`src/rtl/fbf_pkg.sv`:
```
// ----------------------------------------------------------------------------
// fbf_pkg
// Shared widths, register indexes and beat payload types for the
// Fischer-Burmeister function block.
// ----------------------------------------------------------------------------
package fbf_pkg;

  localparam int InW      = 24;
  localparam int FracBits = 16;
  localparam int ResW     = 26;
  localparam int GradW    = 19;
  localparam int SqW      = 2 * InW;
  localparam int RootW    = InW;
  localparam int RemW     = InW + 2;
  localparam int DRemW    = InW + 1;
  localparam int QW       = FracBits + 1;
  localparam int IdxW     = 8;
  localparam int CfgDW    = 8;

  localparam logic [IdxW-1:0] RegAIsLe = IdxW'(0);
  localparam logic [IdxW-1:0] RegBIsLe = IdxW'(1);

  typedef struct packed {
    logic signed [InW-1:0] a;
    logic signed [InW-1:0] b;
    logic [SqW-1:0]        pa;
    logic [SqW-1:0]        pb;
  } sq_t;

  typedef struct packed {
    logic signed [InW-1:0] a;
    logic signed [InW-1:0] b;
    logic [SqW-1:0]        x;
    logic [RemW-1:0]       rem;
    logic [RootW-1:0]      root;
  } rt_t;

  typedef struct packed {
    logic signed [InW-1:0] a;
    logic signed [InW-1:0] b;
    logic [RootW-1:0]      r;
    logic [DRemW-1:0]      rem_a;
    logic [DRemW-1:0]      rem_b;
    logic [QW-1:0]         q_a;
    logic [QW-1:0]         q_b;
  } dv_t;

endpackage

```
`src/rtl/fbf_sqrt_cell.sv`:
```
// ----------------------------------------------------------------------------
// fbf_sqrt_cell
// One digit of the restoring square root: settles one root bit per cell.
// ----------------------------------------------------------------------------
module fbf_sqrt_cell #(
  parameter int Pos = 0
) (
  input  logic         clk_i,
  input  logic         rst_ni,
  input  logic         valid_i,
  output logic         ready_o,
  input  fbf_pkg::rt_t data_i,
  output logic         valid_o,
  input  logic         ready_i,
  output fbf_pkg::rt_t data_o
);
  import fbf_pkg::*;

  logic            valid_q;
  rt_t             data_d, data_q;
  logic [RemW-1:0] rem2, trial;
  logic            ge;

  assign ready_o = !valid_q || ready_i;
  assign rem2    = {data_i.rem[RemW-3:0], data_i.x[2*Pos+1 -: 2]};
  assign trial   = {data_i.root, 2'b01};
  assign ge      = rem2 >= trial;

  always_comb begin
    data_d      = data_i;
    data_d.rem  = ge ? (rem2 - trial) : rem2;
    data_d.root = {data_i.root[RootW-2:0], ge};
  end

  always_ff @(posedge clk_i or negedge rst_ni) begin
    if (!rst_ni) begin
      valid_q <= 1'b0;
    end else if (ready_o) begin
      valid_q <= valid_i;
    end
  end

  always_ff @(posedge clk_i) begin
    if (ready_o && valid_i) begin
      data_q <= data_d;
    end
  end

  assign valid_o = valid_q;
  assign data_o  = data_q;

endmodule

```
`config.mk`:
```
export PLATFORM = sky130hd
export DESIGN_NAME = fbf_sqrt_cell
export DESIGN_NICKNAME = d
export VERILOG_FILES = /design/src/rtl/fbf_pkg.sv /design/src/rtl/fbf_sqrt_cell.sv
export SDC_FILE = /design/constraint.sdc
export NUM_CORES = 1
export LEC_CHECK = 0
export BUFFER_PORTS_ARGS = -buffer_cell sky130_fd_sc_hd__buf_2
export CORE_MARGIN = 8
export CORE_UTILIZATION = 30
export DETAILED_ROUTE_END_ITERATION = 10
export MAX_ROUTING_LAYER = met4
export PLACE_DENSITY = 0.59
export RECOVER_POWER = 25
export SYNTH_ARGS = -nofsm -noshare
export SYNTH_HDL_FRONTEND = slang
export SYNTH_SLANG_ARGS = --single-unit
```
`constraint.sdc`:
```
create_clock -name clk_i -period 4 [get_ports clk_i]
set_input_delay 0.4 -clock clk_i [delete_from_list [all_inputs] [get_ports clk_i]]
set_output_delay 0.4 -clock clk_i [all_outputs]
set_load 0.02 [all_outputs]
```
==> impl_summary.log <==
[metrics] main combinational cell family by area after synthesis: compound AO/OA/AOI/OAI gates
[metrics] pin count of the biggest net entering global routing: roughly 110
[metrics] Critical Path Source Type: input port
[metrics] starting density of the core: 0.3014
[metrics] Hold Crit Class: in -> reg
[metrics] first-pass GRT wire length: 28.55 mm
[metrics] starting DRC count in detailed routing: 247
[metrics] routed metal-1 wire length: roughly 7.7 mm
[metrics] total routed wirelength: slightly below 20 mm
[metrics] portion of netlist area occupied by mux cells: 0.02340
[metrics] count of fill cells added during filler insertion: a little under 2000
[metrics] asr flop ratio synth: 0.006803
[metrics] maximum frequency from static timing analysis: about 380 MHz
[metrics] vertical die dimension: roughly 160 µm
[metrics] synthesized area per cell: 15.07 µm²
[metrics] Arr. time, crit path: 2.80 ns
[metrics] clock latency of the later-clocked register in the worst-skew pair: 0.42 ns
[metrics] Core Area: just over 20000 µm²
[metrics] Worst-Margin Slew: around 0.77 ns
[metrics] CTS Root Buffer Type: clkbuf_16
[metrics] cell area after synthesis: 6256 µm²
[metrics] area of the die: ~26000 µm²
[metrics] post-DR vias/cell: 4.480
[metrics] depth of the CTS H-tree: 4
[metrics] Synth Warn #: 0
[metrics] final setup violating endpoints: 0
[metrics] status: finished, final reports clean
[metrics] area growth from synthesis to layout: 38.10%
[metrics] power density of the placed cells: 469.4 nW/µm²
[metrics] residual overflow from global routing: 0
[metrics] worst-case vdd ir drop: roughly 0.27 mV
[metrics] Routed Antenna Nets: 0
[metrics] Synth Area in Simple Gates: 0.06660
[metrics] Distinct cells, synth: 53
[metrics] number of buffers created by CTS: 17
[metrics] RSZ-0062 raised after global routing: no
[metrics] buffer depth of the longest clock path: 2
[metrics] hold bufs inserted after CTS: 1
[metrics] Non-Filler Instances: 1019
[metrics] required time at the worst-slack endpoint: 4.16 ns
[metrics] Final Max Slew Viols: 0
[metrics] GPL Wtd Cong: 0.8038
[metrics] post-synthesis cell count: just over 400
[metrics] leakage power figure: about 3.7 nW
[metrics] portion of the post-synthesis area used by sequential elements: 0.7048
[metrics] share of the synthesized area in compound gates (AO/OA/AOI/OAI): 0.09880
[metrics] number of post-CTS setup repair buffers: 0
[metrics] count of unresolved DRC violations after routing: 0
[metrics] GR Util All Layers: 0.1517
[metrics] top-level port count: just under 300
[metrics] sinks on the clock net: between 100 and 150
[metrics] worst clock skew: 0.01042 ns
[metrics] fraction of the mapped netlist area in adder cells: 0.05200
[metrics] max-cap violations: 0
[metrics] Chip Width: 160.4 µm
[metrics] Post-Synthesis Net Count: 591
[metrics] routed length on met3: about 1.7 mm
[metrics] routed len/inst: 18.92 µm
[metrics] DRT Pass-1 Iters: 4
[metrics] Placed Cells incl. Taps: a little under 1000
[metrics] hold violation count in the final report: 0
[metrics] register bit count reported by yosys: 147
[metrics] leading register cell type out of synthesis: edfxtp_1
[metrics] critical path peak fanout: 19
[metrics] fraction of synthesized cell area in xor and xnor cells: 0.02380
[metrics] half-perimeter wire length of the detailed placement result: 15.32 mm
[metrics] Top Layer Used: met4
[metrics] final cycle utilization of the critical path: 0.6607
[metrics] number of nets at the end of the flow: around 900
[metrics] number of antenna violations at the first check in global routing: 7
[metrics] CTS-repair resized insts: 0
[metrics] vias: 4565
[metrics] count of flip-flops with a built-in enable after synthesis: 146
[metrics] setup TNS after final layout: 0 ns
[metrics] worst setup path category: in -> reg
[metrics] CTS tree: yes
[metrics] relative max-transition margin: 0.4859
[metrics] nature of the critical path endpoint: register
[metrics] vias in the first global route: 4614
[metrics] Core Rows: 53
[metrics] clk slew on worst S/H paths: ~0.070 ns
[metrics] Final Critical Period: 2.643 ns
[metrics] share of cells above drive strength 1: 0.4668
[metrics] metal2 WL: 9.838 mm
[metrics] Port Buffer Count: 295
[area by class of cell]
cell class	instances	area [µm²]	area share
Timing Repair Buffer	298	1505	0.1742
Antenna cell	7	17.52	0.002028
Sequential cell	147	4409	0.5104
Tap cell	275	344.1	0.03983
Clock buffer	17	425.4	0.04924
Multi-Input combinational cell	226	1658	0.1919
Inverter	35	136.4	0.01579
Clock inverter	14	143.9	0.01665
[cells by family (layout without fill, tap and decap cells)]
| family | Yosys count | after routing |
|---|---|---|
| other cells | 0 | 7 |
| mux | 12 | 12 |
| compound gates | 84 | 84 |
| fa+ha+maj | 26 | 26 |
| xor+xnor | 17 | 17 |
| buf+inv | 42 | 364 |
| simple gates | 87 | 87 |
| flops | 147 | 147 |
[power breakdown]
part           internal, mW  switching [mW]
Clock                 0.873           0.680
Sequential             1.82          0.0201
Combinational         0.251           0.410
[through the flow]
step	area, µm²	setup WS, ns	utilization	total power [mW]	hold slack, ns
finish	8640	1.357	0.4162	4.055	0.1508
global route	8640	1.219	0.4162	4.237	0.1274
CTS	8631	1.330	0.4158	4.122	0.1299
detailed placement	8051	0.8901	0.3879	2.543	0.1764
global placement	8051	0.9180	0.3879	2.537	0.1748
floorplan	6257	1.007	-	2.299	0.1044
[flip-flops by register name (all words and copies together), names as in the netlist]
signal	cells
data_o	146
valid_o	1
[final timing paths]
check | startpoint | end | slack (ns) | cells past startpoint
setup / recovery | data_i[0] | data_o[33] | 1.36 | 10
hold / removal | data_i[59] | data_o[59] | 0.15 | 1
setup reg to reg | valid_o | data_o[40] | 2.00 | 3
hold reg to reg | valid_o | valid_o | 0.54 | 2
max in group asynchronous | rst_ni | valid_o | 3.62 | 2
min in group asynchronous | rst_ni | valid_o | 0.30 | 2
[synthesized netlist by cell type (2+ instances only)]
library cell / number / share of area
ha_1: 26 / 0.052
a21oi_1: 19 / 0.015
inv_1: 34 / 0.020
o211ai_1: 2 / 0.0024
o2111ai_1: 3 / 0.0042
nand2_1: 24 / 0.014
and2_1: 3 / 0.0030
o21ai_0: 14 / 0.011
o31ai_1: 6 / 0.0072
nand3_1: 9 / 0.0072
mux2_2: 9 / 0.016
xnor2_1: 13 / 0.018
a21o_1: 8 / 0.0096
o21a_1: 7 / 0.0084
edfxtp_1: 146 / 0.70
a31oi_1: 5 / 0.0050
nand4_1: 2 / 0.0020
xor2_1: 4 / 0.0056
nor2b_1: 3 / 0.0030
or3_1: 3 / 0.0030
a211oi_1: 2 / 0.0024
buf_6: 2 / 0.0036
buf_2: 2 / 0.0016
and3_1: 2 / 0.0020
nor2_1: 24 / 0.014
mux2_4: 3 / 0.0072
nand2b_1: 3 / 0.0030
a31o_2: 2 / 0.0028
nor3_1: 9 / 0.0072
and3b_1: 2 / 0.0028
clkbuf_1: 2 / 0.0012
[placed cells by master, fill, tap and decap left out, drive strengths merged, types with 4 or more instances in the layout]
cell / instances
diode: 7
buf: 290
o21a: 7
mux2: 12
nand2: 24
nor2: 24
xor2: 4
xnor2: 13
nor3: 9
a21oi: 19
a31oi: 5
edfxtp: 146
ha: 26
nand3: 9
a21o: 8
inv: 43
o21ai: 14
clkinvlp: 4
clkbuf: 24
o31ai: 6
[worst max-delay path, cell delays in order]
cell	delay [ns]
buf_2	0.08
inv_1	0.03
ha_1	0.33
nor2b_1	0.22
o2111ai_1	0.23
a2111oi_2	0.56
o311ai_2	0.14
and2_1	0.24
inv_6	0.20
mux2_2	0.37
[routing by layer]
layer | GRT usage | vias to the layer above
li1 | - | 2205
met1 | 0.1637 | 2161
met2 | 0.2574 | 189
met3 | 0.06143 | 10
met4 | 0.03568 | 0
met5 | - | -
Power figures use the tool's default switching activity.
