===== src/rtl/fbf_pkg.sv =====
// ----------------------------------------------------------------------------
// fbf_pkg
// Shared widths, register indexes and beat payload types for the
// Fischer-Burmeister function block.
// ----------------------------------------------------------------------------
package fbf_pkg;

  localparam int InW      = 24;
  localparam int FracBits = 16;
  localparam int ResW     = 26;
  localparam int GradW    = 19;
  localparam int SqW      = 2 * InW;
  localparam int RootW    = InW;
  localparam int RemW     = InW + 2;
  localparam int DRemW    = InW + 1;
  localparam int QW       = FracBits + 1;
  localparam int IdxW     = 8;
  localparam int CfgDW    = 8;

  localparam logic [IdxW-1:0] RegAIsLe = IdxW'(0);
  localparam logic [IdxW-1:0] RegBIsLe = IdxW'(1);

  typedef struct packed {
    logic signed [InW-1:0] a;
    logic signed [InW-1:0] b;
    logic [SqW-1:0]        pa;
    logic [SqW-1:0]        pb;
  } sq_t;

  typedef struct packed {
    logic signed [InW-1:0] a;
    logic signed [InW-1:0] b;
    logic [SqW-1:0]        x;
    logic [RemW-1:0]       rem;
    logic [RootW-1:0]      root;
  } rt_t;

  typedef struct packed {
    logic signed [InW-1:0] a;
    logic signed [InW-1:0] b;
    logic [RootW-1:0]      r;
    logic [DRemW-1:0]      rem_a;
    logic [DRemW-1:0]      rem_b;
    logic [QW-1:0]         q_a;
    logic [QW-1:0]         q_b;
  } dv_t;

endpackage


===== src/rtl/fbf_out_cell.sv =====
// ----------------------------------------------------------------------------
// fbf_out_cell
// Final cell: applies the signs and registers residual and both gradients.
// ----------------------------------------------------------------------------
module fbf_out_cell (
  input  logic                             clk_i,
  input  logic                             rst_ni,
  input  logic                             a_is_le_i,
  input  logic                             b_is_le_i,
  input  logic                             valid_i,
  output logic                             ready_o,
  input  fbf_pkg::dv_t                     data_i,
  output logic                             valid_o,
  input  logic                             ready_i,
  output logic signed [fbf_pkg::ResW-1:0]  residual_o,
  output logic signed [fbf_pkg::GradW-1:0] grad_a_o,
  output logic signed [fbf_pkg::GradW-1:0] grad_b_o
);
  import fbf_pkg::*;

  localparam logic signed [GradW-1:0] One = GradW'(1) <<< FracBits;

  logic                    valid_q;
  logic signed [ResW-1:0]  ae, be, re, res_d, res_q;
  logic signed [GradW-1:0] s_a, s_b, qa, qb, ga_d, gb_d, ga_q, gb_q;
  logic                    rz;

  assign ready_o = !valid_q || ready_i;
  assign ae  = ResW'(data_i.a);
  assign be  = ResW'(data_i.b);
  assign re  = $signed({{(ResW-RootW){1'b0}}, data_i.r});
  assign res_d = (a_is_le_i ? -ae : ae) + (b_is_le_i ? -be : be) - re;
  assign s_a = a_is_le_i ? -One : One;
  assign s_b = b_is_le_i ? -One : One;
  assign qa  = $signed({{(GradW-QW){1'b0}}, data_i.q_a});
  assign qb  = $signed({{(GradW-QW){1'b0}}, data_i.q_b});
  assign rz  = data_i.r == '0;
  assign ga_d = rz ? s_a : (data_i.a[InW-1] ? s_a + qa : s_a - qa);
  assign gb_d = rz ? s_b : (data_i.b[InW-1] ? s_b + qb : s_b - qb);

  always_ff @(posedge clk_i or negedge rst_ni) begin
    if (!rst_ni) begin
      valid_q <= 1'b0;
    end else if (ready_o) begin
      valid_q <= valid_i;
    end
  end

  always_ff @(posedge clk_i) begin
    if (ready_o && valid_i) begin
      res_q <= res_d;
      ga_q  <= ga_d;
      gb_q  <= gb_d;
    end
  end

  assign valid_o    = valid_q;
  assign residual_o = res_q;
  assign grad_a_o   = ga_q;
  assign grad_b_o   = gb_q;

endmodule


===== config.mk =====
export PLATFORM = sky130hd
export DESIGN_NAME = fbf_out_cell
export DESIGN_NICKNAME = d
export VERILOG_FILES = /design/src/rtl/fbf_pkg.sv /design/src/rtl/fbf_out_cell.sv
export SDC_FILE = /design/constraint.sdc
export NUM_CORES = 1
export LEC_CHECK = 0
export BUFFER_PORTS_ARGS = -buffer_cell sky130_fd_sc_hd__buf_2
export CORE_MARGIN = 1.5
export CORE_UTILIZATION = 55
export CTS_CLUSTER_SIZE = 8
export DETAILED_ROUTE_END_ITERATION = 10
export HOLD_SLACK_MARGIN = 0.02
export MAX_ROUTING_LAYER = met4
export PLACE_DENSITY = 0.91
export RECOVER_POWER = 100
export SETUP_SLACK_MARGIN = 0.05
export SKIP_LAST_GASP = 1
export SYNTH_ARGS = -nofsm -noshare
export SYNTH_HDL_FRONTEND = slang
export SYNTH_SLANG_ARGS = --single-unit

===== constraint.sdc =====
create_clock -name clk_i -period 6.45 [get_ports clk_i]
set_clock_uncertainty 0.05 [all_clocks]
set_input_delay 1.6125 -clock clk_i [delete_from_list [all_inputs] [get_ports clk_i]]
set_output_delay 1.6125 -clock clk_i [all_outputs]
set_load 0.005 [all_outputs]

==> key figures, run 1 <==
Timing
  • Final setup TNS: 0 ns
  • Max-slew headroom: -0.381
  • Minimum clock period: 5.79 ns
  • Post-route clock period utilization: 0.898
  • Least-Margin Pin Slew: 2.07 ns
  • RSZ-0062 raised after global routing: no
  • Final Max Slew Viols: 91
  • Max frequency: 173 MHz
  • Hold Violations, Final: 0
  • Final Setup Violations: 0

Placement
  • Detailed placement HPWL: 12,500 um
  • Gpl congestion: 0.908
  • Dpl cells: 953
  • IO buf count: 177

Drt
  • DR pass1 iterations: 5
  • DRC: 0
  • WL/cell: 15.7 um
  • DRT iter0 DRCs: 421
  • Routed WL: 15,200 um
  • Detail Route Antenna Nets: 0
  • Routed via count: 5,550
  • Routed vias/inst: 5.73

Power
  • P_int: 1080 uW
  • Pwr Density: 247 nW/um^2
  • P_sw: 675 uW
  • Comb power frac: 0.495
  • Clock Power Share: 0.166
  • Flop pwr share: 0.339
  • Leakage power: 0.00290 uW
  • Sw frac: 0.384
  • Worst VDD drop: 0.140 mV

Clock tree
  • Resized cells post-CTS: 0
  • CTS tree: built
  • Post-CTS Repair Setup Buffers: 0
  • CTS Root Cell: clkbuf_8
  • Later-pin clock latency in the skew report: 0.35 ns
  • Clock Sinks: 65
  • Hold Buf Count CTS: 0
  • Number of CTS-inserted buffers: 9
  • CTS max path bufs: 2
  • H-tree level count: 3
  • CTS clock-pin slew for the worst setup and hold paths: 0.07 ns

Global routing
  • First-pass GRT wire length: 23,800 um
  • Initial antenna violation count: 0
  • Largest net degree at the start of global routing: 39
  • Met3 Usage GRT: 0.0345
  • Met2 Use GR: 0.453
  • Busiest grt layer: met2
  • GRT Util Overall: 0.273
  • Met1 Use GR: 0.331
  • Vias in the first global route: 5,111
  • Grt ovf: 0

Layout
  • Nets: 1,043
  • Layout cell share with drive strength beyond 1: 0.197
  • ANT cells: 0
  • P&R area growth vs syn: 18.5%
  • Final Instance Count excl. Fillers: 969

Worst setup path
  • Crit path max fanout: 10
  • Reg2Reg Depth: 3
  • CP Capture Type: flop
  • Crit Path Class: primary input to flop
  • WP data arrival: 5.84 ns
  • Startpoint Class: primary input
  • Reg-to-reg slack, setup: 2.63 ns
  • Req. time, crit path: 6.49 ns

Synth
  • Synth area leaders: edfxtp_1 32%, xnor2_1 11%, fa_1 8.7%
  • Top_reg_cell synth: edfxtp_1
  • Post-synth EDFFs: 64
  • Post-synth top area share: 0.319
  • Flops & latches, synth: 65
  • Syn_area_per_cell: 9.26 um^2
  • Sequential-to-total area share from yosys stat: 0.324
  • Cell taking the most area after synthesis: edfxtp_1
  • Cells after Synth: 650
  • Yosys warning count: 0
  • Mapped Nets: 869
  • Synthesized area: 6020 um^2
  • Async SR Flop Fraction: 0.0154
  • Post-synth cell types: 56

Floorplanning
  • Initial Utilization: 0.560
  • Row count: 38
  • Die width: 108 um
  • Die area: 11,600 um^2
  • Core area: 10,700 um^2
  • I/O pin cnt: 228
  • Die Y-Extent: 108 um

Run status
  • Status: complete, but fails checks
  • Failing checks: max-capacitance violations, max-slew violations

Min path
  • Worst Hold Depth: 2
  • Worst hold path class: flop to flop

Run
  • Max cap viols: 3
-- power groups by stage --
| stage | Combinational [uW] | Sequential [uW] | Clock [uW] |
|---|---|---|---|
| 2_1_floorplan | 588 | 617 | 0 |
| 4_1_cts | 878 | 595 | 296 |
| 3_3_place_gp | 849 | 602 | 0 |
| 5_1_grt | 963 | 605 | 311 |
| 3_5_place_dp | 873 | 604 | 0 |
| 6_report | 870 | 597 | 291 |
-- cells by family (layout without fill, tap and decap cells) --
kind of cell | after synthesis | count (layout) | synth area share
buf+inv | 72 | 251 | 0.0449
flops | 65 | 65 | 0.324
mux | 3 | 3 | 0.00520
compound gates | 152 | 152 | 0.164
simple gates | 208 | 208 | 0.176
xor+xnor | 93 | 93 | 0.135
fa+ha+maj | 57 | 57 | 0.151
-- through the flow --
stage	setup WS, ns	area, um^2	hold WS (ns)	total power, uW	utilization
floorplan	0.625	6020	0.487	1200	-
global placement	0.649	7050	0.446	1450	0.656
detailed placement	0.613	7050	0.463	1480	0.656
CTS	0.974	7210	0.483	1770	0.671
global route	0.448	7130	0.517	1880	0.664
finish	0.658	7130	0.484	1760	0.664
-- sequential cells by signal, indices dropped and copies added (netlist names) --
register,count
residual_o,26
valid_o,1
grad_b_o,19
grad_a_o,19
-- final cells by class --
type                    instances  area [um^2]
multi-input cells             513         3790
well taps                     140          175
clock buffers                  10          128
fillers                       902         3610
clock inverters                 6         35.0
flip-flops and latches         65         1950
inverters                      52          195
repair buffers                183          858
-- routing by layer --
| layer | wire (um) | up-vias | part of all wire |
|---|---|---|---|
| met5 | 0 | - | 0 |
| met4 | 512 | 0 | 0.034 |
| met3 | 1170 | 36 | 0.077 |
| met2 | 7130 | 282 | 0.47 |
| met1 | 6430 | 2547 | 0.42 |
| li1 | - | 2685 | - |
-- final timing paths --
check | from | end
setup / recovery | data_i[137] | residual_o[19]
hold / removal | valid_o | valid_o
setup reg to reg | valid_o | grad_b_o[12]
hold reg to reg | valid_o | valid_o
max in group asynchronous | rst_ni | valid_o
min in group asynchronous | rst_ni | valid_o
-- critical path, stage by stage --
cell,delay (ns)
clkbuf_1,0.11
or4_1,0.60
or4_1,0.62
o31ai_1,0.30
xnor2_1,0.19
fa_1,0.45
ha_1,0.47
nand4_1,0.20
or3_1,0.37
o31ai_1,0.24
clkbuf_1,0.34
a21boi_0,0.18
xnor2_1,0.15
-- cells in the mapped netlist, drive strengths merged, types with 6 or more instances --
library cell / n
xnor2: 79
nor2: 66
edfxtp: 64
inv: 52
a21oi: 48
nand2: 39
o21ai: 37
ha: 31
fa: 26
clkbuf: 18
nor4: 18
or3: 15
xor2: 14
nand2b: 13
nor3: 13
o31ai: 11
o41ai: 10
or4: 10
a21o: 9
o21a: 8
nand3: 7
nand4: 6
-- layout by cell type (no fill, tap or decap), types with 11 or more instances in the layout --
master      n
o31ai_1    11
nor3_1     13
ha_1       31
xor2_1     14
buf_2     134
a21oi_1    48
or3_1      14
nor4_1     18
xnor2_1    79
inv_1      52
o21ai_0    34
fa_1       26
clkbuf_1   49
nor2_1     66
edfxtp_1   64
nand2_1    39
nand2b_1   13
Note: power is estimated with default switching activity, not from simulation.
==> run 2: changes to the inputs <==
==> constraint.sdc (replaced) <==
create_clock -name clk_i -period 6.45 [get_ports clk_i]
set_clock_uncertainty 0.05 [all_clocks]
set_input_delay 1.6125 -clock clk_i [delete_from_list [all_inputs] [get_ports clk_i]]
set_output_delay 1.6125 -clock clk_i [all_outputs]
set_load 0.05 [all_outputs]
==> run 2 against run 1 <==
  * Combinational power up 25%
  * The run still ends with max-capacitance violations, max-slew violations left
  * First-iteration DRC count increased by 2.1%
  * Worst hold slack gained 0.0029 ns
  * Setup slack better by 0.0039 ns
  * Global-route usage did not move
  * Total power rose by 13%
  * Core utilization shrank 0.31 points
==> key figures, run 2 (synthesis gave the netlist of run 1 again) <==
Worst setup path
  • Crit path max-delay cell type: or4_1
  • CP bufs+invs: 2
  • RR Startpoint: valid_o
  • Worst path cell trace: clkbuf_1 -> or4_1 -> or4_1 -> o31ai_1 -> xnor2_1 -> fa_1 -> ha_1 -> nand4_1 -> or3_1 -> o31ai_1 -> clkbuf_1 -> a21boi_0 -> xnor2_1
  • Crit Path Class: primary input to flop
  • WP data arrival: 5.83 ns
  • Req. time, crit path: 6.49 ns
  • R2R Path End: grad_b_o[12]
  • Reg2Reg Depth: 3
  • Reg-to-reg slack, setup: 2.63 ns
  • Largest delay share family, worst path: simple AND/OR/NAND/NOR gates
  • Startpoint Class: primary input
  • Slowest cell delay on critical path: 0.61 ns
  • CP Capture Type: flop
  • Crit path max fanout: 10
  • Path length in cells of the critical path: 13

Timing
  • Max frequency: 173 MHz
  • RSZ-0062 raised after global routing: no
  • Final Max Slew Viols: 91
  • Final setup TNS: 0 ns
  • Least-Margin Pin Slew: 2.06 ns
  • Hold Violations, Final: 0
  • Max-slew headroom: -0.375
  • Worst hold slack: 0.487 ns
  • Post-route clock period utilization: 0.897
  • Final Setup Violations: 0
  • Minimum clock period: 5.79 ns

Clock tree
  • H-tree level count: 3
  • CTS Root Cell: clkbuf_8
  • CTS tree: built
  • Clock Sinks: 65
  • Number of CTS-inserted buffers: 9
  • Later-pin clock latency in the skew report: 0.35 ns
  • Hold Buf Count CTS: 0
  • CTS max path bufs: 2
  • CTS clock-pin slew for the worst setup and hold paths: 0.07 ns
  • Resized cells post-CTS: 0
  • Post-CTS Repair Setup Buffers: 0

Layout
  • P&R area growth vs syn: 17.9%
  • Final Core Density: 0.660
  • Filler cell count: 907
  • Commonest cells after routing, fill and taps aside: 107 x buf_2, 79 x xnor2_1, 76 x clkbuf_1
  • Max reg flops: 26
  • Commonest non-fill, non-tap cell in the layout: buf_2
  • Nets: 1,043
  • Layout cell share with drive strength beyond 1: 0.164
  • ANT cells: 0

Min path
  • Worst Hold Depth: 2
  • Origin of the worst min-delay path: valid_o
  • Worst hold path class: flop to flop
  • Hold worst-path end: valid_o

Power
  • Leakage power: 0.00283 uW
  • Pwr Density: 279 nW/um^2
  • Worst VDD drop: 0.157 mV

Placement
  • Detailed placement HPWL: 12,500 um
  • IO buf count: 177
  • Gpl congestion: 0.908

Floorplanning
  • I/O pin cnt: 228
  • Die Y-Extent: 108 um
  • Row count: 38
  • Initial Utilization: 0.560
  • Core area: 10,700 um^2
  • Die width: 108 um
  • Die area: 11,600 um^2

Run
  • Max cap viols: 3

Global routing
  • Grt ovf: 0
  • First-pass GRT wire length: 23,800 um
  • Initial antenna violation count: 0
  • GRT Util Overall: 0.273
  • Largest net degree at the start of global routing: 39
  • Vias in the first global route: 5,111

Drt
  • Routed via count: 5,548
  • Detail Route Antenna Nets: 0
  • DRC: 0
  • Routed vias/inst: 5.73
  • WL/cell: 15.7 um
  • DRT iter0 DRCs: 430
  • DR pass1 iterations: 5
  • Routed WL: 15,300 um

Run status
  • Failing checks: max-capacitance violations, max-slew violations
  • Status: complete, but fails checks
==> run 2: cell count changes in the layout (fill, tap and decap cells not counted) <==
cell,change
buf_2,-27
clkbuf_1,+27
==> run 2: final cells by class <==
cell class	instances	area, um^2	share of cell area
clock buffers	10	128	0.0180
clock inverters	6	35.0	0.00494
inverters	52	195	0.0275
multi-input cells	513	3790	0.534
flip-flops and latches	65	1950	0.274
well taps	140	175	0.0247
repair buffers	183	825	0.116
==> run 2: per-stage QoR <==
step	setup WS [ns]	instance area, um^2	total power (uW)	instances
6_report	0.662	7100	1980	969
5_1_grt	0.448	7100	2100	969
4_1_cts	0.974	7210	2000	969
3_5_place_dp	0.613	7050	1710	953
3_3_place_gp	0.649	7050	1680	953
2_1_floorplan	0.625	6020	1440	650
==> run 2: how the worst max path moves through the flow <==
stage	start	to	slack (ns)
final	data_i[137]	residual_o[19]	0.66
after global routing	data_i[137]	residual_o[19]	0.45
after CTS	data_i[117]	residual_o[25]	0.97
after detailed placement	data_i[117]	residual_o[25]	0.61
after global placement	data_i[137]	residual_o[25]	0.65
after floorplan	data_i[137]	residual_o[19]	0.63
==> run 2: where the power goes <==
| part | leakage [uW] | total (uW) | switching, uW | internal (uW) |
|---|---|---|---|---|
| Clock | 0.0000835 | 291 | 154 | 136 |
| Sequential | 0.000620 | 598 | 16.8 | 581 |
| Combinational | 0.00213 | 1090 | 733 | 361 |
==> run 2: worst reg2reg max path: stages (launching register included) <==
cell	delay (ns)
dfrtp_1	0.38
nand2b_1	0.11
and2_0	1.27
clkbuf_1	1.56
==> run 2: per-layer routing <==
metal	GRT usage	share of wire
met1	0.331	0.42
met2	0.453	0.46
met3	0.0345	0.082
met4	0.130	0.033
met5	-	0
