$ cat config.mk
export PLATFORM = sky130hd
export DESIGN_NAME = fbf_div_cell
export DESIGN_NICKNAME = d
export VERILOG_FILES = /design/src/rtl/fbf_pkg.sv /design/src/rtl/fbf_div_cell.sv
export SDC_FILE = /design/constraint.sdc
export NUM_CORES = 1
export LEC_CHECK = 0
export ABC_AREA = 1
export ABC_CLOCK_PERIOD_IN_PS = 13200
export BUFFER_PORTS_ARGS = -buffer_cell sky130_fd_sc_hd__buf_4
export CAP_MARGIN = 5
export CORE_ASPECT_RATIO = 1.4
export CORE_MARGIN = 10
export CORE_UTILIZATION = 50
export CTS_CLUSTER_DIAMETER = 30
export CTS_CLUSTER_SIZE = 20
export DETAILED_ROUTE_END_ITERATION = 7
export GPL_ROUTABILITY_DRIVEN = 0
export PLACE_DENSITY = 0.87
export SLEW_MARGIN = 10
export SYNTH_ARGS = -nofsm -noshare
export SYNTH_HDL_FRONTEND = slang
export SYNTH_SLANG_ARGS = --single-unit
$ cat constraint.sdc
create_clock -name clk_i -period 13.2 [get_ports clk_i]
set_clock_uncertainty 0.1 [all_clocks]
set_input_delay 0 -clock clk_i [delete_from_list [all_inputs] [get_ports clk_i]]
set_output_delay 0 -clock clk_i [all_outputs]
set_load 0.02 [all_outputs]
$ cat src/rtl/fbf_pkg.sv
// ----------------------------------------------------------------------------
// fbf_pkg
// Shared widths, register indexes and beat payload types for the
// Fischer-Burmeister function block.
// ----------------------------------------------------------------------------
package fbf_pkg;

  localparam int InW      = 24;
  localparam int FracBits = 16;
  localparam int ResW     = 26;
  localparam int GradW    = 19;
  localparam int SqW      = 2 * InW;
  localparam int RootW    = InW;
  localparam int RemW     = InW + 2;
  localparam int DRemW    = InW + 1;
  localparam int QW       = FracBits + 1;
  localparam int IdxW     = 8;
  localparam int CfgDW    = 8;

  localparam logic [IdxW-1:0] RegAIsLe = IdxW'(0);
  localparam logic [IdxW-1:0] RegBIsLe = IdxW'(1);

  typedef struct packed {
    logic signed [InW-1:0] a;
    logic signed [InW-1:0] b;
    logic [SqW-1:0]        pa;
    logic [SqW-1:0]        pb;
  } sq_t;

  typedef struct packed {
    logic signed [InW-1:0] a;
    logic signed [InW-1:0] b;
    logic [SqW-1:0]        x;
    logic [RemW-1:0]       rem;
    logic [RootW-1:0]      root;
  } rt_t;

  typedef struct packed {
    logic signed [InW-1:0] a;
    logic signed [InW-1:0] b;
    logic [RootW-1:0]      r;
    logic [DRemW-1:0]      rem_a;
    logic [DRemW-1:0]      rem_b;
    logic [QW-1:0]         q_a;
    logic [QW-1:0]         q_b;
  } dv_t;

endpackage

$ cat src/rtl/fbf_div_cell.sv
// ----------------------------------------------------------------------------
// fbf_div_cell
// One quotient bit of both magnitude divisions |a|/r and |b|/r.
// ----------------------------------------------------------------------------
module fbf_div_cell #(
  parameter bit Shift = 1'b1
) (
  input  logic         clk_i,
  input  logic         rst_ni,
  input  logic         valid_i,
  output logic         ready_o,
  input  fbf_pkg::dv_t data_i,
  output logic         valid_o,
  input  logic         ready_i,
  output fbf_pkg::dv_t data_o
);
  import fbf_pkg::*;

  logic             valid_q;
  dv_t              data_d, data_q;
  logic [DRemW-1:0] sa, sb, rx;
  logic             ga, gb;

  assign ready_o = !valid_q || ready_i;
  assign rx = {1'b0, data_i.r};
  // first cell takes the integer quotient bit, no shift
  assign sa = Shift ? {data_i.rem_a[DRemW-2:0], 1'b0} : data_i.rem_a;
  assign sb = Shift ? {data_i.rem_b[DRemW-2:0], 1'b0} : data_i.rem_b;
  assign ga = sa >= rx;
  assign gb = sb >= rx;

  always_comb begin
    data_d       = data_i;
    data_d.rem_a = ga ? (sa - rx) : sa;
    data_d.rem_b = gb ? (sb - rx) : sb;
    data_d.q_a   = {data_i.q_a[QW-2:0], ga};
    data_d.q_b   = {data_i.q_b[QW-2:0], gb};
  end

  always_ff @(posedge clk_i or negedge rst_ni) begin
    if (!rst_ni) begin
      valid_q <= 1'b0;
    end else if (ready_o) begin
      valid_q <= valid_i;
    end
  end

  always_ff @(posedge clk_i) begin
    if (ready_o && valid_i) begin
      data_q <= data_d;
    end
  end

  assign valid_o = valid_q;
  assign data_o  = data_q;

endmodule

==> results.json, run 1 <==
{
  "finalSetupViolations": 0,
  "rows": 59,
  "final_area_mm2": 0.0142,
  "wl_per_cell_um": 20.3,
  "via_count": 9816,
  "synth_area_per_cell_um2": 8.38,
  "drv_slew": 0,
  "p_comb_frac": 0.277,
  "first_pass_iters": 5,
  "clockRootBuffer": "clkbuf_16",
  "p_leak_nw": 7.16,
  "hold_path_depth": 3,
  "antenna_left": 0,
  "peakVddDrop_uv": 75.7,
  "power_frac_seq": 0.403,
  "worst_pin_slew_ps": 1010,
  "post-route-min-period_ps": 3040,
  "clock_latency_ps": 430,
  "power_switching_mw": 0.494,
  "synthesis.nets": 1336,
  "diodes": 0,
  "crit_chain": "dlygate4sd3_1 -> buf_4 -> clkinv_1 -> ha_1 -> inv_1 -> nor2_1 -> nand2_1 -> nor2_1 -> nand2_1 -> nand3_1 -> nor2_4 -> nand2_4 -> nand3_1 -> nand2_1",
  "drt_iter0_markers": 778,
  "nets": 1812,
  "slowest_delay_ps": 530,
  "dp_cells": 1671,
  "postPlaceCellArea_mm2": 0.0120,
  "required_ps": 13260,
  "grt_antenna_before_repair": 1,
  "core_mm2": 0.0186,
  "cp-end-kind": "flip-flop",
  "grt_pass1_vias": 10200,
  "rsz0062_at_grt": "no",
  "hp-class": "primary input to flip-flop",
  "p_int_mw": 1.02,
  "path_class": "primary input to flip-flop",
  "slew_headroom": 0.326,
  "syn2layout_area_growth_pct": 50.1,
  "cts_tree": "done",
  "synth-main-ff-cell": "edfxtp_1",
  "clk_pin_slew_worst_paths_ps": 70,
  "p_total_mw": 1.51,
  "grt.total_usage": 0.298,
  "yosysSeqAreaShare": 0.499,
  "hold_end": "data_o[109]",
  "numCtsBuffers": 17,
  "vias_per_cell": 5.28,
  "worstHoldStart": "ready_i",
  "fin_cells": 1859,
  "syn_area_mm2": 0.00943,
  "grt_pass1_wl_um": 56900,
  "status": "completed",
  "drc": 0,
  "power_frac_clock": 0.320,
  "rr_startpoint": "valid_o",
  "fin_setup_tns_ps": 0,
  "cp.arrival_ps": 3110,
  "hold_viol_final": 0,
  "die_area_mm2": 0.0248,
  "max_freq_mhz": 328,
  "cts_setup_buffers": 0,
  "max_cap_viol_count": 0,
  "ys_seq_elements": 157,
  "totalWireLength_um": 37700,
  "async_flop_share": 0.00637,
  "clockBufferDepth": 2,
  "synthCells": 1126,
  "crit_fanout": 26,
  "io_pins": 318,
  "dieWidth_um": 136,
  "worstSetupStartpointType": "primary input",
  "critPathSlowestCell": "dlygate4sd3_1",
  "cts_sinks": 157,
  "start_util": 0.507,
  "grt_overflow": 0,
  "synth_warnings": 0,
  "cp_common_cell": "nand2_1",
  "pre_cts_ws_ps": 10380,
  "p_sw_frac": 0.327,
  "drive_gt1_frac": 0.238,
  "timing.final.crit_share": 0.231,
  "r2r_slack_ps": 10730,
  "setup_slack_ps": 10160,
  "r2r-end": "data_o[106]",
  "grt_start_max_net_pins": 82,
  "hpwl_um": 26900,
  "r2r_cells": 2,
  "h-tree-depth": 4,
  "die_h_um": 182,
  "power_density_mw_per_mm2": 107,
  "numPortBuffers": 313,
  "synth_edf_count": 156,
  "yosysUniqueCellTypes": 36
}
==> logic make-up after synthesis <==
kind of cell,share of synthesized area
buffers and inverters,0.0957
XOR/XNOR,0.0186
adder cells (fa/ha/maj),0.0679
AO/OA/AOI/OAI,0.0167
flip-flops,0.499
AND/OR/NAND/NOR,0.302
==> cell usage in the layout (no fill, tap or decap), drive strengths merged, types with 2 or more instances in the layout <==
cell and instances:
a21oi 24, and2 5, buf 315, clkbuf 17, clkinv 6, dlygate4sd3 156
edfxtp 156, fa 2, ha 48, inv 222, nand2 439, nand3 86
nand3b 7, nand4 39, nor2 59, nor3 7, o21a 2, xnor2 2
xor2 18
==> final cells by class <==
class	instances	area (µm²)
Clock buffer	17	425
Clock inverter	15	153
Fill cell	1226	4450
Inverter	214	803
Multi-Input combinational cell	741	3830
Sequential cell	157	4710
Tap cell	244	305
Timing Repair Buffer	471	3930
==> power groups by stage <==
stage                     clock network, mW  registers, mW  logic, mW
after detailed placement                  0          0.617      0.365
after CTS                             0.485          0.607      0.408
after floorplan                           0          0.668      0.173
final                                 0.484          0.609      0.419
after global placement                    0          0.615      0.357
after global routing                  0.507          0.611      0.453
==> synth_stat cells, drive strengths merged, types with 5 or more instances <==
library cell	number	area share
buf	14	0.010
nor3	7	0.0077
nand4	39	0.027
nand3b	7	0.0069
nand3	86	0.053
and2	5	0.0034
a21oi	24	0.014
edfxtp	156	0.50
nand2	439	0.18
nor2	59	0.026
ha	48	0.064
inv	213	0.085
xor2	18	0.017
==> per-stage QoR <==
stage / hold slack (ps) / util
6_report: 87.6 / 0.761
5_1_grt: 136 / 0.761
4_1_cts: 49.0 / 0.761
3_5_place_dp: -320 / 0.646
3_3_place_gp: -325 / 0.646
2_1_floorplan: -396 / -
==> registers in the layout (all words and copies together), names as in the netlist <==
register  flops
data_o      156
valid_o       1
==> worst max path at each step <==
stage,from,to,slack [ps]
after global routing,data_i[84],data_o[73],9960
after global placement,data_i[84],data_o[73],10430
after floorplan,valid_o,data_o[0],4360
after CTS,data_i[84],data_o[73],10250
after detailed placement,data_i[84],data_o[73],10380
final,data_i[84],data_o[73],10160
==> routing by layer <==
| layer | track usage | routed length (µm) |
|---|---|---|
| met5 | 0 | 0 |
| met4 | 0.150 | 1880 |
| met3 | 0.0621 | 3300 |
| met2 | 0.539 | 19400 |
| met1 | 0.316 | 13100 |
==> worst max-delay path: cells and delay by family <==
family | cells | cell delay [ps]
adders and majority gates | 1 | 380
buffers and inverters | 4 | 1120
and+or+nand+nor | 9 | 1570
==> timing repair <==
item | in CTS | in global routing
hold buffers | 156 | 0
setup endpoints to repair | 0 | 0
hold endpoints to repair | 173 | 0
resized for setup | 0 | 0
(Power assumes the default switching activity.)
==> inputs of run 2 (changes only) <==
--- a/config.mk
+++ b/config.mk
@@ -6,7 +6,7 @@
 export NUM_CORES = 1
 export LEC_CHECK = 0
 export ABC_AREA = 1
-export ABC_CLOCK_PERIOD_IN_PS = 13200
+export ABC_CLOCK_PERIOD_IN_PS = 3000
 export BUFFER_PORTS_ARGS = -buffer_cell sky130_fd_sc_hd__buf_4
 export CAP_MARGIN = 5
 export CORE_ASPECT_RATIO = 1.4
==> constraint.sdc (replaced) <==
create_clock -name clk_i -period 3 [get_ports clk_i]
set_clock_uncertainty 0.1 [all_clocks]
set_input_delay 0 -clock clk_i [delete_from_list [all_inputs] [get_ports clk_i]]
set_output_delay 0 -clock clk_i [all_outputs]
set_load 0.02 [all_outputs]
==> results.json, run 2 (synthesized netlist as in run 1, its figures left out) <==
{
  "cts_sinks": 157,
  "power_switching_mw": 2.16,
  "drive_gt1_frac": 0.240,
  "path_class": "primary input to flip-flop",
  "drc": 0,
  "grt_antenna_before_repair": 4,
  "vias_per_cell": 5.39,
  "crit_chain": "dlygate4sd3_1 -> buf_4 -> inv_1 -> ha_1 -> nand2_1 -> inv_1 -> nand2_1 -> nand2_1 -> inv_1 -> nand3_2 -> nand3_4 -> nand3_4 -> nand2_1 -> nand2_1",
  "post-route-min-period_ps": 2590,
  "numCtsBuffers": 17,
  "slew_headroom": 0.643,
  "layout_common_cells": "nand2_1 (434), buf_4 (317), inv_1 (209)",
  "r2r_cells": 2,
  "cp-end-kind": "flip-flop",
  "dieWidth_um": 136,
  "start_util": 0.507,
  "worstSetupStartpointType": "primary input",
  "crit_fanout": 25,
  "die_area_mm2": 0.0248,
  "p_comb_frac": 0.281,
  "core_mm2": 0.0186,
  "grt_pass1_wl_um": 58000,
  "h-tree-depth": 4,
  "hold_viol_final": 0,
  "hold_end": "data_o[132]",
  "largest_reg_flops": 156,
  "max_freq_mhz": 386,
  "hpwl_um": 27100,
  "required_ps": 3090,
  "power_frac_clock": 0.315,
  "clock_latency_ps": 440,
  "grt.total_usage": 0.306,
  "p_int_mw": 4.46,
  "wl_per_cell_um": 20.8,
  "worst_pin_slew_ps": 536,
  "clk_pin_slew_worst_paths_ps": 70,
  "die_h_um": 182,
  "hp-class": "primary input to flip-flop",
  "antenna_left": 0,
  "hold_path_depth": 4,
  "nets": 1816,
  "top_usage_layer": "met2",
  "p_sw_frac": 0.326,
  "p_leak_nw": 7.17,
  "drv_slew": 0,
  "power_density_mw_per_mm2": 466,
  "worstHoldStart": "ready_i",
  "clockRootBuffer": "clkbuf_16",
  "via_count": 10100,
  "status": "completed",
  "cp.arrival_ps": 2680,
  "setup_slack_ps": 411,
  "finalSetupViolations": 0,
  "syn2layout_area_growth_pct": 50.5,
  "rows": 59,
  "slowest_delay_ps": 570,
  "global_route.usage.met3": 0.0682,
  "clockBufferDepth": 2,
  "io_pins": 318,
  "peakVddDrop_uv": 332,
  "numPortBuffers": 313,
  "final_area_mm2": 0.0142,
  "grtUsageMet1": 0.323,
  "grt_pass1_vias": 10200,
  "critPathSlowestCell": "dlygate4sd3_1",
  "rsz0062_at_grt": "no",
  "first_pass_iters": 6,
  "cts_tree": "done",
  "critPathTopFamily": "simple AND/OR/NAND/NOR gates",
  "totalWireLength_um": 38900,
  "max_cap_viol_count": 0,
  "met2_usage": 0.548,
  "drt_iter0_markers": 982,
  "cp_common_cell": "nand2_1",
  "grt_overflow": 0,
  "critPathBufInv": 5,
  "r2r-end": "data_o[89]",
  "p_total_mw": 6.62,
  "timing.final.crit_share": 0.863,
  "cts_resized": 0,
  "postPlaceCellArea_mm2": 0.0121,
  "r2r_slack_ps": 1360,
  "rr_startpoint": "valid_o",
  "grt_start_max_net_pins": 98,
  "final_common_cell": "nand2_1",
  "pre_cts_ws_ps": 647,
  "power_frac_seq": 0.405
}
==> run 2: cell count changes in the layout (fill, tap and decap cells not counted), sizes merged <==
| cell | change |
|---|---|
| clkinv | -1 |
| clkbuf | +1 |
| diode | +3 |
| buf | +4 |
| inv | -2 |
| clkinvlp | +2 |
==> run 2: layer usage <==
layer	vias up	part of all wire
met2	686	0.51
li1	4570	-
met4	0	0.055
met1	4642	0.34
met3	160	0.096
met5	-	0
==> run 2: stage by stage <==
stage	setup TNS, ps	hold WS [ps]	std cells	util
after floorplan	-91780	-396	1126	-
final	0	160	1866	0.763
after CTS	0	166	1863	0.763
after detailed placement	0	-324	1675	0.649
after global placement	0	-324	1675	0.649
after global routing	0	179	1865	0.763
==> run 2: tightest hold or removal path: stages <==
cell and delay, ps:
buf_4 110, inv_1 90, a21oi_4 90, buf_12 200
==> run 2: cell type report <==
cell class / count / area (µm²)
fill: 1229 / 4410
clock inverter: 14 / 126
tap: 244 / 305
clock buffer: 18 / 429
inverter: 214 / 803
sequential: 157 / 4710
antenna: 3 / 7.51
timing repair buffer: 475 / 3980
multi-input combinational: 741 / 3830
==> run 2: timing repair <==
| action | in CTS | in global routing |
|---|---|---|
| setup buffers | 0 | 0 |
| hold buffers | 156 | 0 |
| endpoints found under the hold margin | 154 | 0 |
==> run 2: worst max path at each step <==
stage               depth (start not counted)         end  slack, ps        start
floorplan                                   1   data_o[0]       -590      valid_o
CTS                                        14  data_o[49]        510   data_i[92]
detailed placement                         11  data_o[49]        650  data_i[100]
global placement                           13  data_o[49]        690   data_i[92]
finish                                     14  data_o[35]        410   data_i[92]
global route                               12  data_o[49]        260   data_i[89]
==> run 2: power by group through the flow <==
stage | Clock, mW | Combinational [mW] | Sequential (mW)
5_1_grt | 2.18 | 2.00 | 2.69
2_1_floorplan | 0 | 0.763 | 2.91
3_3_place_gp | 0 | 1.58 | 2.71
6_report | 2.08 | 1.86 | 2.68
3_5_place_dp | 0 | 1.61 | 2.72
4_1_cts | 2.07 | 1.80 | 2.67
==> inputs of run 3 (changes only) <==
--- a/config.mk
+++ b/config.mk
@@ -6,17 +6,19 @@
 export NUM_CORES = 1
 export LEC_CHECK = 0
 export ABC_AREA = 1
-export ABC_CLOCK_PERIOD_IN_PS = 3000
+export ABC_CLOCK_PERIOD_IN_PS = 3140
 export BUFFER_PORTS_ARGS = -buffer_cell sky130_fd_sc_hd__buf_4
 export CAP_MARGIN = 5
+export CELL_PAD_IN_SITES_DETAIL_PLACEMENT = 0
+export CELL_PAD_IN_SITES_GLOBAL_PLACEMENT = 1
 export CORE_ASPECT_RATIO = 1.4
 export CORE_MARGIN = 10
-export CORE_UTILIZATION = 50
+export CORE_UTILIZATION = 40
 export CTS_CLUSTER_DIAMETER = 30
 export CTS_CLUSTER_SIZE = 20
 export DETAILED_ROUTE_END_ITERATION = 7
-export GPL_ROUTABILITY_DRIVEN = 0
-export PLACE_DENSITY = 0.87
+export GPL_ROUTABILITY_DRIVEN = 1
+export PLACE_DENSITY = 0.95
 export SLEW_MARGIN = 10
 export SYNTH_ARGS = -nofsm -noshare
 export SYNTH_HDL_FRONTEND = slang
==> constraint.sdc (replaced) <==
create_clock -name clk_i -period 3.14 [get_ports clk_i]
set_clock_uncertainty 0.1 [all_clocks]
set_input_delay 0 -clock clk_i [delete_from_list [all_inputs] [get_ports clk_i]]
set_output_delay 0 -clock clk_i [all_outputs]
set_load 0.02 [all_outputs]
==> results.json, run 3 (synthesized netlist as in run 1, its figures left out) <==
{
  "gp_congestion": 0.906,
  "rsz0062_at_grt": "no",
  "grt_antenna_before_repair": 0,
  "largest_reg_flops": 156,
  "worstSetupStartpointType": "primary input",
  "numCtsBuffers": 17,
  "rows": 66,
  "drive_gt1_frac": 0.241,
  "timing.final.crit_share": 0.798,
  "drv_slew": 0,
  "die_area_mm2": 0.0302,
  "status": "completed",
  "r2r_cells": 2,
  "h-tree-depth": 4,
  "grt_overflow": 0,
  "hold_path_depth": 2,
  "first_pass_iters": 6,
  "final_common_cell": "nand2_1",
  "hpwl_um": 26700,
  "clock_latency_ps": 430,
  "hold_ws_ps": 188,
  "dp_cells": 1738,
  "clockRootBuffer": "clkbuf_16",
  "start_util": 0.406,
  "critPathSlowestCell": "dlygate4sd3_1",
  "power_density_mw_per_mm2": 443,
  "slew_headroom": 0.658,
  "path_class": "primary input to flip-flop",
  "multi_input_area_mm2": 0.00383,
  "post-route-min-period_ps": 2510,
  "die_h_um": 202,
  "core_mm2": 0.0232,
  "slowest_delay_ps": 560,
  "final_area_mm2": 0.0143,
  "drt_iter0_markers": 514,
  "clk_pin_slew_worst_paths_ps": 70,
  "antenna_left": 0,
  "io_pins": 318,
  "hold_viol_final": 0,
  "crit_fanout": 25,
  "cts_sinks": 157,
  "worst_pin_slew_ps": 513,
  "totalWireLength_um": 36000,
  "p_sw_frac": 0.312,
  "crit_chain": "dlygate4sd3_1 -> buf_4 -> inv_1 -> ha_1 -> nand2_1 -> inv_1 -> nand2_1 -> nand2_1 -> inv_1 -> nand3_2 -> nand3_4 -> nand3_4 -> nand2_1 -> nand2_1",
  "register_area_mm2": 0.00471,
  "grt_pass1_vias": 9650,
  "cp.arrival_ps": 2600,
  "required_ps": 3230,
  "numPortBuffers": 313,
  "fill_cells": 1935,
  "grt_start_max_net_pins": 91,
  "utilization": 0.616,
  "nets": 1817,
  "grt_pass1_wl_um": 54400,
  "hp-class": "primary input to flip-flop",
  "peakVddDrop_uv": 363,
  "max_cap_viol_count": 0,
  "via_count": 9380,
  "cp-end-kind": "flip-flop",
  "wl_per_cell_um": 18.7,
  "dieWidth_um": 150,
  "power_switching_mw": 1.98,
  "vias_per_cell": 4.87,
  "finalSetupViolations": 0,
  "p_leak_nw": 7.18,
  "syn2layout_area_growth_pct": 51.5,
  "clockBufferDepth": 2,
  "layout_common_cells": "nand2_1 (434), buf_4 (318), inv_1 (209)",
  "max_freq_mhz": 399,
  "cts_setup_buffers": 0,
  "grt.total_usage": 0.234,
  "power_frac_clock": 0.322,
  "cts_tree": "done",
  "power_frac_seq": 0.404,
  "p_comb_frac": 0.274,
  "cts_hold_buf": 156,
  "fin_cells": 1927,
  "cts_resized": 0,
  "drc": 0,
  "postPlaceCellArea_mm2": 0.0122,
  "p_int_mw": 4.35,
  "cp_common_cell": "nand2_1"
}
-- run 3: power by group through the flow --
stage	clock (mW)	combinational, mW	sequential, mW
after floorplan	0	0.729	2.78
after global placement	0	1.53	2.59
after detailed placement	0	1.54	2.59
after CTS	2.07	1.72	2.55
after global routing	2.17	1.90	2.57
final	2.04	1.73	2.56
-- run 3: final timing paths --
| kind | from | endpoint | slack (ps) |
|---|---|---|---|
| max in group asynchronous | rst_ni | valid_o | 2490 |
| min reg2reg | valid_o | data_o[110] | 820 |
| max reg2reg | valid_o | data_o[86] | 1520 |
| max | data_i[91] | data_o[52] | 630 |
| min in group asynchronous | rst_ni | valid_o | 330 |
| min | data_i[10] | data_o[11] | 190 |
-- run 3: per-layer routing --
layer,global-route usage,wire length [µm],vias to the layer above
li1,-,-,4575
met1,0.245,13000,4332
met2,0.429,19000,398
met3,0.0512,2460,75
met4,0.108,1590,0
met5,0,0,-
-- run 3: area by class of cell --
class                      instances  share of cell area
sequential                       157               0.330
timing repair buffer             476               0.279
multi-input combinational        741               0.268
inverter                         214              0.0562
clock buffer                      19              0.0310
tap                              306              0.0268
clock inverter                    13             0.00911
antenna                            1            0.000175
-- run 3: stage by stage --
stage | setup TNS [ps] | power, mW | setup WS, ps
global route | 0 | 6.64 | 464
finish | 0 | 6.33 | 635
CTS | 0 | 6.34 | 658
floorplan | -69940 | 3.51 | -448
detailed placement | 0 | 4.14 | 799
global placement | 0 | 4.12 | 798
-- run 3: critical path: cells and delay by family --
family	cells	cell delay, ps
simple gates	8	1360
buf+inv	5	940
fa+ha+maj	1	290
